### config.mk
export PLATFORM = sky130hd
export DESIGN_NAME = signed_radix_to_symbols_unit
export DESIGN_NICKNAME = d
export VERILOG_FILES = /design/src/sv/srts_pkg.sv /design/src/sv/srts_div.sv /design/src/sv/signed_radix_to_symbols_unit.sv
export VERILOG_INCLUDE_DIRS = /design/src /design/src/sv
export SDC_FILE = /design/constraint.sdc
export NUM_CORES = 1
export LEC_CHECK = 0
export BUFFER_PORTS_ARGS = -buffer_cell sky130_fd_sc_hd__buf_4
export CAP_MARGIN = 20
export CORE_MARGIN = 8
export CORE_UTILIZATION = 45
export DETAILED_ROUTE_END_ITERATION = 7
export HOLD_SLACK_MARGIN = 0.15
export PLACE_DENSITY = 0.71
export SYNTH_ARGS = -nofsm -noshare
export SYNTH_HDL_FRONTEND = slang
export SYNTH_SLANG_ARGS = --single-unit
export TNS_END_PERCENT = 50
### constraint.sdc
create_clock -name clk_i -period 14.9 [get_ports clk_i]
set_clock_uncertainty 0.1 [all_clocks]
set_input_delay 0.745 -clock clk_i [delete_from_list [all_inputs] [get_ports clk_i]]
set_output_delay 0.745 -clock clk_i [all_outputs]
set_load 0.01 [all_outputs]
### src/sv/signed_radix_to_symbols_unit_assert.svh
// Assertion macros shared by the signed radix to symbols unit.
`ifndef SIGNED_RADIX_TO_SYMBOLS_UNIT_ASSERT_SVH
`define SIGNED_RADIX_TO_SYMBOLS_UNIT_ASSERT_SVH
`ifndef SYNTHESIS
`define SRTS_ASSERT(lbl, prop, msg) \
  lbl: assert property (@(posedge clk_i) disable iff (!rst_ni) prop) else $error(msg);
`define SRTS_ASSERT_NEVER(lbl, cond, msg) `SRTS_ASSERT(lbl, !(cond), msg)
`else
`define SRTS_ASSERT(lbl, prop, msg)
`define SRTS_ASSERT_NEVER(lbl, cond, msg)
`endif
`endif

### src/sv/srts_pkg.sv
// Shared constants and helper functions for the signed radix to symbols unit.
package srts_pkg;

  localparam int unsigned MAX_RADIX_DEF  = 16;
  localparam int unsigned VALUE_BITS_DEF = 32;

  localparam int unsigned RADIX_W       = 5;
  localparam int unsigned SYM_W         = 8;
  localparam int unsigned ALPHA_SYMS    = 16;
  localparam int unsigned ALPHA_IDX_W   = 4;
  localparam int unsigned ALPHA_W       = ALPHA_SYMS * SYM_W;
  localparam int unsigned CFG_DATA_W    = 64;
  localparam int unsigned CFG_IDX_W     = 2;
  localparam int unsigned DIV_STEP_BITS = 4;

  localparam logic [CFG_IDX_W-1:0] CFG_RADIX   = 2'd0;
  localparam logic [CFG_IDX_W-1:0] CFG_ALPHA_LO = 2'd1;
  localparam logic [CFG_IDX_W-1:0] CFG_ALPHA_HI = 2'd2;

  localparam logic [SYM_W-1:0] SYM_SPACE = 8'd32;
  localparam logic [SYM_W-1:0] SYM_PLUS  = 8'd43;
  localparam logic [SYM_W-1:0] SYM_MINUS = 8'd45;
  localparam logic [SYM_W-1:0] SYM_DEL   = 8'd127;

  function automatic logic [SYM_W-1:0] sym_at(input logic [ALPHA_W-1:0] alpha,
                                              input logic [ALPHA_IDX_W-1:0] idx);
    sym_at = alpha[idx*SYM_W +: SYM_W];
  endfunction

  // A digit symbol must be printable and must not look like a sign.
  function automatic logic sym_bad(input logic [SYM_W-1:0] s);
    sym_bad = (s <= SYM_SPACE) || s[SYM_W-1] || (s == SYM_DEL) ||
              (s == SYM_PLUS) || (s == SYM_MINUS);
  endfunction

endpackage

### src/sv/srts_div.sv
// Iterative divider: unsigned value by a small radix, several quotient bits per cycle.
module srts_div
  import srts_pkg::*;
#(
  parameter int unsigned VALUE_BITS = VALUE_BITS_DEF,
  parameter int unsigned MAX_RADIX  = MAX_RADIX_DEF
) (
  input  logic                          clk_i,
  input  logic                          rst_ni,
  input  logic                          start_i,
  input  logic [VALUE_BITS-1:0]         dividend_i,
  input  logic [RADIX_W-1:0]            divisor_i,
  output logic                          done_o,
  output logic [VALUE_BITS-1:0]         quot_o,
  output logic [$clog2(MAX_RADIX)-1:0]  rem_o
);

  localparam int unsigned DIG_W  = $clog2(MAX_RADIX);
  localparam int unsigned STEPS  = (VALUE_BITS + DIV_STEP_BITS - 1) / DIV_STEP_BITS;
  localparam int unsigned DIV_W  = STEPS * DIV_STEP_BITS;
  localparam int unsigned STEP_W = $clog2(STEPS + 1);

  logic [DIV_W-1:0]   work_q, work_d;
  logic [RADIX_W-1:0] rem_q, rem_d;
  logic [STEP_W-1:0]  step_q, step_d;
  logic               done_q, done_d;

  always_comb begin
    logic [DIV_STEP_BITS-1:0] chunk;
    logic [DIV_STEP_BITS-1:0] qbits;
    logic [RADIX_W-1:0]       r;
    chunk  = work_q[DIV_W-1 -: DIV_STEP_BITS];
    qbits  = '0;
    r      = rem_q;
    for (int b = DIV_STEP_BITS - 1; b >= 0; b--) begin
      r = {r[RADIX_W-2:0], chunk[b]};
      if (r >= divisor_i) begin
        r        = r - divisor_i;
        qbits[b] = 1'b1;
      end
    end
    work_d = work_q;
    rem_d  = rem_q;
    step_d = step_q;
    done_d = 1'b0;
    if (start_i) begin
      work_d = DIV_W'(dividend_i);
      rem_d  = '0;
      step_d = STEP_W'(STEPS);
    end else if (step_q != '0) begin
      work_d = {work_q[DIV_W-DIV_STEP_BITS-1:0], qbits};
      rem_d  = r;
      step_d = step_q - 1'b1;
      done_d = (step_q == STEP_W'(1));
    end
  end

  always_ff @(posedge clk_i or negedge rst_ni) begin
    if (!rst_ni) begin
      step_q <= '0;
      done_q <= 1'b0;
    end else begin
      step_q <= step_d;
      done_q <= done_d;
    end
  end

  always_ff @(posedge clk_i) begin
    work_q <= work_d;
    rem_q  <= rem_d;
  end

  assign done_o = done_q;
  assign quot_o = work_q[VALUE_BITS-1:0];
  assign rem_o  = rem_q[DIG_W-1:0];

endmodule

### src/sv/signed_radix_to_symbols_unit.sv
// Top level of the signed radix to symbols unit: sequencer, digit stack and output register.
// One request first checks the alphabet one symbol at a time, then divides out one digit at a
// time in the shared divider, then emits one symbol per cycle when the output is not
// stalled. A new request is taken only after the last symbol of the previous one has been
// loaded into the output register. An invalid radix or alphabet produces no symbols and
// returns to idle from the alphabet check.
`include "signed_radix_to_symbols_unit_assert.svh"

module signed_radix_to_symbols_unit
  import srts_pkg::*;
#(
  parameter int unsigned MAX_RADIX  = MAX_RADIX_DEF,
  parameter int unsigned VALUE_BITS = VALUE_BITS_DEF
) (
  input  logic                         clk_i,
  input  logic                         rst_ni,
  input  logic                         cfg_we_i,
  input  logic [CFG_IDX_W-1:0]         cfg_idx_i,
  input  logic [CFG_DATA_W-1:0]        cfg_data_i,
  input  logic                         in_valid_i,
  output logic                         in_stall_o,
  input  logic signed [VALUE_BITS-1:0] value_i,
  output logic                         out_valid_o,
  input  logic                         out_stall_i,
  output logic [SYM_W-1:0]             symbol_o,
  output logic                         last_o
);

  localparam int unsigned DIG_W = $clog2(MAX_RADIX);
  localparam int unsigned CNT_W = $clog2(VALUE_BITS + 1);

  typedef enum logic [3:0] {
    ST_IDLE   = 4'b0001,
    ST_CHECK  = 4'b0010,
    ST_DIVIDE = 4'b0100,
    ST_EMIT   = 4'b1000
  } state_e;

  state_e                state_q, state_d;
  logic [RADIX_W-1:0]    radix_q;
  logic [ALPHA_W-1:0]    alpha_q;
  logic [VALUE_BITS-1:0] mag_q, mag_d;
  logic                  neg_q, neg_d;
  logic                  ok_q, ok_d;
  logic [RADIX_W-1:0]    idx_q, idx_d;
  logic [CNT_W-1:0]      cnt_q, cnt_d;
  logic                  out_valid_q, out_valid_d;
  logic [SYM_W-1:0]      sym_q, sym_d;
  logic                  last_q, last_d;
  logic [DIG_W-1:0]      stk_q [VALUE_BITS];
  logic                  push, pop;

  logic                  div_start;
  logic                  div_done;
  logic [VALUE_BITS-1:0] div_quot;
  logic [DIG_W-1:0]      div_rem;

  logic                  in_acc;
  logic                  slot_free;

  assign in_acc    = in_valid_i && !in_stall_o;
  assign slot_free = !out_valid_q || !out_stall_i;

  always_ff @(posedge clk_i or negedge rst_ni) begin
    if (!rst_ni) begin
      radix_q <= '0;
      alpha_q <= '0;
    end else if (cfg_we_i) begin
      unique case (cfg_idx_i)
        CFG_RADIX:    radix_q <= cfg_data_i[RADIX_W-1:0];
        CFG_ALPHA_LO: alpha_q[CFG_DATA_W-1:0] <= cfg_data_i;
        CFG_ALPHA_HI: alpha_q[ALPHA_W-1:CFG_DATA_W] <= cfg_data_i;
        default: ;
      endcase
    end
  end

  always_comb begin
    logic [SYM_W-1:0] s;
    logic             bad;
    state_d     = state_q;
    mag_d       = mag_q;
    neg_d       = neg_q;
    ok_d        = ok_q;
    idx_d       = idx_q;
    cnt_d       = cnt_q;
    out_valid_d = out_valid_q;
    sym_d       = sym_q;
    last_d      = last_q;
    div_start   = 1'b0;
    push        = 1'b0;
    pop         = 1'b0;
    s           = sym_at(alpha_q, idx_q[ALPHA_IDX_W-1:0]);
    bad         = sym_bad(s);
    for (int j = 0; j < MAX_RADIX; j++) begin
      if ((RADIX_W'(j) > idx_q) && (RADIX_W'(j) < radix_q) &&
          (sym_at(alpha_q, ALPHA_IDX_W'(j)) == s)) begin
        bad = 1'b1;
      end
    end

    if (slot_free) begin
      out_valid_d = 1'b0;
    end

    unique case (state_q)
      ST_IDLE: begin
        if (in_acc) begin
          neg_d   = value_i[VALUE_BITS-1];
          mag_d   = value_i[VALUE_BITS-1] ? (~value_i + 1'b1) : value_i;
          ok_d    = (radix_q >= RADIX_W'(2)) && (radix_q <= RADIX_W'(MAX_RADIX));
          idx_d   = '0;
          cnt_d   = '0;
          state_d = ST_CHECK;
        end
      end
      ST_CHECK: begin
        if (!ok_q) begin
          state_d = ST_IDLE;
        end else if (idx_q == radix_q) begin
          div_start = 1'b1;
          state_d   = ST_DIVIDE;
        end else begin
          ok_d  = !bad;
          idx_d = idx_q + 1'b1;
        end
      end
      ST_DIVIDE: begin
        if (div_done) begin
          push  = 1'b1;
          cnt_d = cnt_q + 1'b1;
          mag_d = div_quot;
          if ((div_quot != '0) && (cnt_q < CNT_W'(VALUE_BITS - 1))) begin
            div_start = 1'b1;
          end else begin
            state_d = ST_EMIT;
          end
        end
      end
      ST_EMIT: begin
        if (slot_free) begin
          out_valid_d = 1'b1;
          if (neg_q) begin
            sym_d  = SYM_MINUS;
            last_d = 1'b0;
            neg_d  = 1'b0;
          end else begin
            sym_d  = sym_at(alpha_q, ALPHA_IDX_W'(stk_q[0]));
            last_d = (cnt_q == CNT_W'(1));
            pop    = 1'b1;
            cnt_d  = cnt_q - 1'b1;
            if (cnt_q == CNT_W'(1)) begin
              state_d = ST_IDLE;
            end
          end
        end
      end
      default: state_d = ST_IDLE;
    endcase
  end

  always_ff @(posedge clk_i or negedge rst_ni) begin
    if (!rst_ni) begin
      state_q     <= ST_IDLE;
      ok_q        <= 1'b0;
      neg_q       <= 1'b0;
      idx_q       <= '0;
      cnt_q       <= '0;
      out_valid_q <= 1'b0;
    end else begin
      state_q     <= state_d;
      ok_q        <= ok_d;
      neg_q       <= neg_d;
      idx_q       <= idx_d;
      cnt_q       <= cnt_d;
      out_valid_q <= out_valid_d;
    end
  end

  always_ff @(posedge clk_i) begin
    mag_q  <= mag_d;
    sym_q  <= sym_d;
    last_q <= last_d;
    if (push) begin
      stk_q[0] <= div_rem;
      for (int k = 1; k < VALUE_BITS; k++) begin
        stk_q[k] <= stk_q[k-1];
      end
    end else if (pop) begin
      for (int k = 0; k < VALUE_BITS - 1; k++) begin
        stk_q[k] <= stk_q[k+1];
      end
    end
  end

  srts_div #(
    .VALUE_BITS (VALUE_BITS),
    .MAX_RADIX  (MAX_RADIX)
  ) u_div (
    .clk_i      (clk_i),
    .rst_ni     (rst_ni),
    .start_i    (div_start),
    .dividend_i (mag_d),
    .divisor_i  (radix_q),
    .done_o     (div_done),
    .quot_o     (div_quot),
    .rem_o      (div_rem)
  );

  assign in_stall_o  = (state_q != ST_IDLE);
  assign out_valid_o = out_valid_q;
  assign symbol_o    = sym_q;
  assign last_o      = last_q;

  `SRTS_ASSERT(a_accept_starts_check, in_acc |=> (state_q == ST_CHECK), "request did not start a check")
  `SRTS_ASSERT(a_rem_below_radix, (state_q == ST_DIVIDE && div_done) |-> (RADIX_W'(div_rem) < radix_q), "digit not below radix")
  `SRTS_ASSERT_NEVER(a_emit_empty, (state_q == ST_EMIT) && (cnt_q == '0), "emit with an empty digit stack")
  `SRTS_ASSERT_NEVER(a_cnt_overflow, cnt_q > CNT_W'(VALUE_BITS), "digit count beyond the stack depth")
  `SRTS_ASSERT(a_check_index, (state_q == ST_CHECK) |-> (idx_q <= radix_q), "alphabet check index past radix")

endmodule

==> key figures, run 1 <==
Power
  – Worst vdd ir: 141.6 uV
  – Standby leakage power: 0.008838 uW
  – Power density relative to cell area: 186.8 mW/mm^2

Place
  – HPWL reported at the end of detailed placement: 38430 um
  – Port Buffer Count: 113
  – Global placement routability congestion: 0.9707

Global routing
  – Total global routing track utilization: 20.26%
  – Met1 layer usage reported by global route: 27.10%
  – Number of antenna violations at the first check in global routing: 0
  – Via count of the first global-routing pass: 14710
  – Total gr overflow: 0
  – Maximum number of pins on one net before global-route repair: 91
  – Global-route track usage on met3: 3.524%
  – Wire length of the first global-routing pass: 85640 um
  – Global routing met2 resource utilization: 32.74%
  – Grt peak-use layer: met2

Die
  – Die W: 228.6 um
  – Vertical extent of the die: 228.6 um
  – Site row count: 78
  – Starting utilization of the core area: 45.21%
  – Area of the core: 0.04499 sq mm
  – Num ports: 114
  – Area of the die: 0.05226 sq mm

Setup path
  – Data arrival time at the worst-slack endpoint: 8170 ps
  – Nature of the critical path endpoint: flip-flop
  – Slowest cell delay on critical path: 670 ps
  – Cell class contributing the biggest share of worst-path delay: compound AO/OA/AOI/OAI gates
  – Critical Path Fanout Max: 13
  – Setup CP Type: reg2reg
  – Crit start category: flip-flop
  – Number of buffers and inverters on the critical path: 3
  – Slowest cell on the critical path: sky130_fd_sc_hd__dfrtp_1
  – Cell mode on critical path: sky130_fd_sc_hd__o21ai_0
  – Critical Path RT: 15260 ps

Timing
  – Number of max-slew violations in the final report: 0
  – Achievable Freq: 0.1281 GHz
  – Count of final setup violators: 0
  – Max-slew headroom: 27.72%
  – Final Hold Viols: 0
  – Actual transition at the worst max-transition pin: 1084 ps
  – Shortest period the worst path allows: 7808 ps
  – Share of the cycle needed by the critical path after routing: 52.40%
  – Accumulated negative setup slack: 0 ps
  – RSZ-0062 raised after global routing: no

Clocking
  – Clock slew at the register clock pins of the worst setup and hold paths: 60 ps
  – Buffer cell driving the clock tree root: sky130_fd_sc_hd__clkbuf_16
  – Hold-fix buffer count after cts: 0
  – Clk Latency, worst-skew pair: 570 ps
  – Number of H-tree branching levels: 2
  – Total CTS buffers: 39
  – Post-CTS setup-driven buffer insertion count: 0
  – Resize count post-CTS: 0
  – Sink count of the clock tree: 361
  – TritonCTS clock tree: built
  – Bufs on Longest Clock Path: 3

Detailed routing
  – Vias post-DR: 14510
  – Length of the first detailed-routing pass in iterations: 6
  – Avg Vias per Cell: 5.935
  – Number of DRC markers after the initial detailed-route iteration: 1407
  – Remaining number of nets flagged by the antenna check after routing: 0
  – Wire length after detailed routing: 53960 um
  – Wire length per cell: 22.07 um
  – Remaining DRCs: 0

Logic synthesis
  – Synthesis Warnings: 0
  – Share of synthesized registers carrying an async set or reset: 43.21%
  – Synthesized area: 0.02034 sq mm
  – Number of flops mapped to enable cells by yosys: 169
  – Yosys cell types: 76
  – Dominant synthesized flop cell: sky130_fd_sc_hd__edfxtp_1
  – Net count after synthesis: 1875
  – Syn avg cell area: 11.70 sq um
  – Flip-flop and latch count after synthesis: 361
  – Sequential fraction of the synthesis area: 47.69%
  – Synthesized netlist cell count: 1739

Final layout
  – Highest-count cells in the layout ignoring fill and taps: 237 x sky130_fd_sc_hd__mux2_2, 205 x sky130_fd_sc_hd__nand2_1, 169 x sky130_fd_sc_hd__edfxtp_1, 153 x sky130_fd_sc_hd__dfrtp_1, 136 x sky130_fd_sc_hd__buf_4
  – Count of inserted antenna diode cells: 0
  – Final net count: 1950
  – Layout cells sized above 1: 28.24%
  – Synthesis-to-layout area growth: 13.75%
  – Commonest non-fill, non-tap cell in the layout: sky130_fd_sc_hd__mux2_2
  – Fill cell instance count of the final layout: 3900
  – Final core utilization: 51.43%

Worst hold path
  – Path category of the worst min-delay check: in2async

Job
  – Count of maximum capacitance violations: 0

Run status
  – Outcome: completed
[logic make-up after synthesis]
kind of cell             synth area share (%)
AND/OR/NAND/NOR                         11.03
flip-flops                              47.69
multiplexers                            21.42
AO/OA/AOI/OAI                           8.740
XOR/XNOR                                6.157
buffers and inverters                   2.780
adder cells (fa/ha/maj)                 2.177
[power breakdown]
group / leakage, uW / switching, uW / internal, uW
clock network: 0.000662 / 418 / 617
registers: 0.00374 / 216 / 1270
logic: 0.00444 / 1000 / 800
total: 0.00884 / 1630 / 2690
[per-layer routing]
layer  share of wire (%)  wire (um)
met1                  43      23200
met3                 6.2       3340
met2                  48      25640
met4                 3.3       1785
met5                   0          0
[metrics by stage]
stage	power, uW	area, sq um	hold WS, ps	setup slack (ps)	cells
2_1_floorplan	2773	20340	326.2	3888	1739
3_3_place_gp	3231	21730	338.1	7448	2371
3_5_place_dp	3273	21740	340.9	7185	2372
4_1_cts	4326	23130	168.2	7166	2444
5_1_grt	4576	23140	185.9	6544	2445
6_report	4322	23140	112.5	7093	2445
[worst paths after layout]
check	to	start	cells after the start	slack, ps
setup / recovery	u_div.rem_q[3]	radix_q[1]	34	7090
hold / removal	alpha_q[46]	rst_ni	1	110
setup reg to reg	u_div.rem_q[3]	radix_q[1]	34	7090
hold reg to reg	stk_q[1][61]	stk_q[1][57]	0	360
max in group asynchronous	idx_q[3]	rst_ni	2	13180
min in group clk_i	state_q[0]	in_valid_i	2	300
[sequential cells by signal (all words and copies together) (netlist names), named ones only]
signal and count:
alpha_q 128, cnt_q 6, idx_q 5, last_o 1, mag_q 32, neg_q 1
ok_q 1, radix_q 5, state_q 4, stk_q 128, symbol_o 8, u_div.done_o 1
u_div.quot_o 32, u_div.rem_q 4, u_div.step_q 4
[cell type report]
class | count | area (sq um) | share of cell area (%)
flip-flops and latches | 361 | 9703 | 41.93
repair buffers | 138 | 1037 | 4.483
inverters | 37 | 138.9 | 0.6002
multi-input cells | 1237 | 10110 | 43.71
clock inverters | 22 | 337.8 | 1.460
well taps | 600 | 750.7 | 3.244
clock buffers | 50 | 1057 | 4.569
[Yosys cell counts, types with 10 or more instances]
library cell	instances	area, sq um
sky130_fd_sc_hd__a21oi_1	40	200.2
sky130_fd_sc_hd__a22oi_1	36	270.3
sky130_fd_sc_hd__and2_1	11	68.82
sky130_fd_sc_hd__and3_1	12	75.07
sky130_fd_sc_hd__buf_1	16	60.06
sky130_fd_sc_hd__buf_2	11	55.05
sky130_fd_sc_hd__clkbuf_1	71	266.5
sky130_fd_sc_hd__dfrtp_1	155	3879
sky130_fd_sc_hd__dfxtp_1	36	720.7
sky130_fd_sc_hd__edfxtp_1	169	5075
sky130_fd_sc_hd__ha_1	29	362.9
sky130_fd_sc_hd__inv_1	36	135.1
sky130_fd_sc_hd__mux2_2	237	2669
sky130_fd_sc_hd__mux2i_1	39	390.4
sky130_fd_sc_hd__mux4_2	57	1284
sky130_fd_sc_hd__nand2_1	206	773.2
sky130_fd_sc_hd__nand2b_1	10	62.56
sky130_fd_sc_hd__nand3_1	19	95.09
sky130_fd_sc_hd__nand3b_1	11	82.58
sky130_fd_sc_hd__nand4_1	21	131.4
sky130_fd_sc_hd__nor2_1	52	195.2
sky130_fd_sc_hd__nor2b_1	15	93.84
sky130_fd_sc_hd__nor3_1	31	155.2
sky130_fd_sc_hd__nor4_1	30	187.7
sky130_fd_sc_hd__o211ai_1	12	90.09
sky130_fd_sc_hd__o21ai_0	72	360.4
sky130_fd_sc_hd__o22ai_1	17	106.4
sky130_fd_sc_hd__o31ai_1	11	82.58
sky130_fd_sc_hd__xnor2_1	57	499.2
sky130_fd_sc_hd__xor2_1	86	753.2
(Power assumes the default switching activity.)
==> run 2, diff against run 1 <==
==> constraint.sdc (replaced) <==
create_clock -name clk_i -period 7.45 [get_ports clk_i]
set_clock_uncertainty 0.1 [all_clocks]
set_input_delay 0.3725 -clock clk_i [delete_from_list [all_inputs] [get_ports clk_i]]
set_output_delay 0.3725 -clock clk_i [all_outputs]
set_load 0.01 [all_outputs]
==> run 2 against run 1 <==
  * Core utilization grew 2.3 points
  * Cell count grew 4.2%
  * Global-route usage up 0.25 points
  * Combinational power increased by 110%
  * Die area is the same
  * Via count rose by 2.6%
  * Count of clock-buffer cells in the layout increased by 5
  * Sequential cell count is the same
  * Worst hold slack improved by 81 ps
  * Sequential share of layout area fell by 1.8 points
  * Register-to-register slack worse by 6600 ps
  * Critical path type unchanged
==> key figures, run 2 (synthesis results as in run 1) <==
Run status
  – Outcome: completed

Place
  – Total instance count after detailed placement: 2375 (+0.13%)
  – Port Buffer Count: 113 (unchanged)
  – Global placement routability congestion: 0.9714 (about the same)
  – HPWL reported at the end of detailed placement: 38450 um (about the same)

Setup path
  – Slowest cell on the critical path: sky130_fd_sc_hd__dfrtp_2
  – Cell mode on critical path: sky130_fd_sc_hd__o21ai_0
  – Crit start category: flip-flop
  – Data arrival time at the worst-slack endpoint: 7310 ps (-860 ps)
  – Nature of the critical path endpoint: flip-flop
  – Beginning of the critical path: radix_q[2]
  – Critical Path Fanout Max: 12 (-1)
  – Setup CP Type: reg2reg
  – Critical Path RT: 7820 ps (-7440 ps)
  – Slowest cell delay on critical path: 500 ps (-170 ps)
  – Crit Reg-Reg Startpoint: radix_q[2]

Die
  – Die W: 228.6 um (unchanged)
  – Starting utilization of the core area: 45.21% (unchanged)
  – Num ports: 114 (unchanged)
  – Area of the core: 0.04499 sq mm (unchanged)
  – Area of the die: 0.05226 sq mm (unchanged)
  – Vertical extent of the die: 228.6 um (unchanged)
  – Site row count: 78 (unchanged)

Detailed routing
  – Length of the first detailed-routing pass in iterations: 6 (unchanged)
  – Remaining DRCs: 0 (unchanged)
  – Wire length after detailed routing: 54770 um (+1.5%)
  – Avg Vias per Cell: 5.845 (-1.5%)
  – Number of DRC markers after the initial detailed-route iteration: 1442 (+2.5%)
  – Wire length per cell: 21.49 um (-2.6%)
  – Remaining number of nets flagged by the antenna check after routing: 0 (unchanged)
  – Vias post-DR: 14890 (+2.6%)

Final layout
  – Count of inserted antenna diode cells: 0 (unchanged)
  – Highest-count cells in the layout ignoring fill and taps: 237 x sky130_fd_sc_hd__mux2_2, 205 x sky130_fd_sc_hd__nand2_1, 169 x sky130_fd_sc_hd__edfxtp_1, 152 x sky130_fd_sc_hd__dfrtp_1, 141 x sky130_fd_sc_hd__buf_4
  – Non-filler cells in the finished layout: 2548 (+4.2%)
  – Synthesis-to-layout area growth: 18.80%
  – Commonest non-fill, non-tap cell in the layout: sky130_fd_sc_hd__mux2_2
  – Final net count: 2053 (+5.3%)
  – Registers with the most flip-flops: alpha_q: 128 flops, stk_q: 128 flops
  – Layout cells sized above 1: 27.31% (-0.93 points)
  – Fill cell instance count of the final layout: 3764 (-3.5%)

Clocking
  – Bufs on Longest Clock Path: 3 (unchanged)
  – Buffer cell driving the clock tree root: sky130_fd_sc_hd__clkbuf_16
  – Total CTS buffers: 40 (+2.6%)
  – Number of H-tree branching levels: 2 (unchanged)
  – TritonCTS clock tree: built
  – Clk Latency, worst-skew pair: 570 ps (about the same)
  – Clock slew at the register clock pins of the worst setup and hold paths: 70 ps (about the same)
  – Sink count of the clock tree: 361 (unchanged)

Global routing
  – Total global routing track utilization: 20.51% (+0.25 points)
  – Maximum number of pins on one net before global-route repair: 99 (+8.8%)
  – Total gr overflow: 0 (unchanged)
  – Via count of the first global-routing pass: 15340 (+4.3%)
  – Number of antenna violations at the first check in global routing: 1 (+1)
  – Wire length of the first global-routing pass: 86910 um (+1.5%)

Timing
  – Final Hold Viols: 0 (unchanged)
  – Count of final setup violators: 0 (unchanged)
  – Number of max-slew violations in the final report: 0 (unchanged)
  – Max-slew headroom: 33.59% (+5.9 points)
  – RSZ-0062 raised after global routing: no
  – Achievable Freq: 0.1442 GHz (+13%)
  – Actual transition at the worst max-transition pin: 996.2 ps (-87.98 ps)
  – Accumulated negative setup slack: 0 ps (unchanged)
  – Share of the cycle needed by the critical path after routing: 93.09% (+41 points)
  – Shortest period the worst path allows: 6935 ps (-872.5 ps)

Power
  – Total chip power: 8731 uW (+100%)
  – Worst vdd ir: 293.3 uV (+110%)
  – Standby leakage power: 0.009269 uW (+4.9%)
  – Power density relative to cell area: 361.3 mW/mm^2 (+93%)

Worst hold path
  – Path category of the worst min-delay check: in2reg
  – Hold_sp: cfg_idx_i[1]

Job
  – Count of maximum capacitance violations: 0 (unchanged)
## run 2: cell types whose count changed in the layout (fill, tap and decap cells not counted), moves of 2 or more
cell,previous run,this run
sky130_fd_sc_hd__clkinv_2,3,5
sky130_fd_sc_hd__clkinv_4,2,0
sky130_fd_sc_hd__dlygate4sd3_1,0,96
sky130_fd_sc_hd__buf_4,136,141
sky130_fd_sc_hd__clkbuf_1,7,11
sky130_fd_sc_hd__clkinv_1,5,2
## run 2: critical path, delay by kind of cell, from the launching register on
kind,cells,cell delay [ps]
flops,1,500
fa+ha+maj,4,1230
simple gates,7,1160
buf+inv,3,370
mux,3,750
compound gates,15,2740
## run 2: repair_timing
item / CTS / global route
endpoints found under the hold margin: 261 / 0
setup buffers: 0 / 3
hold buffers: 96 / 0
resized for setup: 0 / 7
setup endpoints to repair: 0 / 5
## run 2: final timing paths
| kind | to | slack, ps | cells past startpoint |
|---|---|---|---|
| setup / recovery | u_div.rem_q[1] | 510 | 32 |
| hold / removal | radix_q[3] | 190 | 4 |
| setup reg to reg | u_div.rem_q[1] | 510 | 32 |
| hold reg to reg | stk_q[1][62] | 360 | 0 |
| max in group asynchronous | idx_q[2] | 5570 | 3 |
| min in group asynchronous | alpha_q[122] | 350 | 2 |
## run 2: routing by layer
layer | global-route usage [%] | routed length [um] | vias to the layer above
met4 | 8.622 | 2111 | 0
met5 | 0 | 0 | -
met3 | 4.145 | 3622 | 129
met2 | 33.40 | 25930 | 555
met1 | 26.43 | 23100 | 7366
li1 | - | - | 6843
## run 2: power breakdown
part           internal, uW  total (uW)  switching (uW)  leakage, uW
Combinational          1680        3710            2030      0.00487
Sequential             2540        2970             422      0.00374
Clock                  1220        2060             836     0.000661
## run 2: area by class of cell
type	count	area (sq um)	share of cell area (%)
Clock inverter	18	286.5	1.186
Timing Repair Buffer	240	2051	8.486
Clock buffer	55	1097	4.541
Multi-Input combinational cell	1237	10130	41.93
Inverter	37	142.6	0.5902
Sequential cell	361	9704	40.16
Tap cell	600	750.7	3.107
## run 2: metrics by stage
stage	worst slack [ps]	hold WS (ps)	utilization [%]	area [sq um]
2_1_floorplan	428.6	-23.09	-	20350
3_3_place_gp	254.8	333.2	48.34	21750
3_5_place_dp	52.26	337.7	48.36	21760
4_1_cts	32.37	157.4	53.58	24100
5_1_grt	12.01	201.2	53.71	24170
6_report	515.0	193.6	53.71	24170
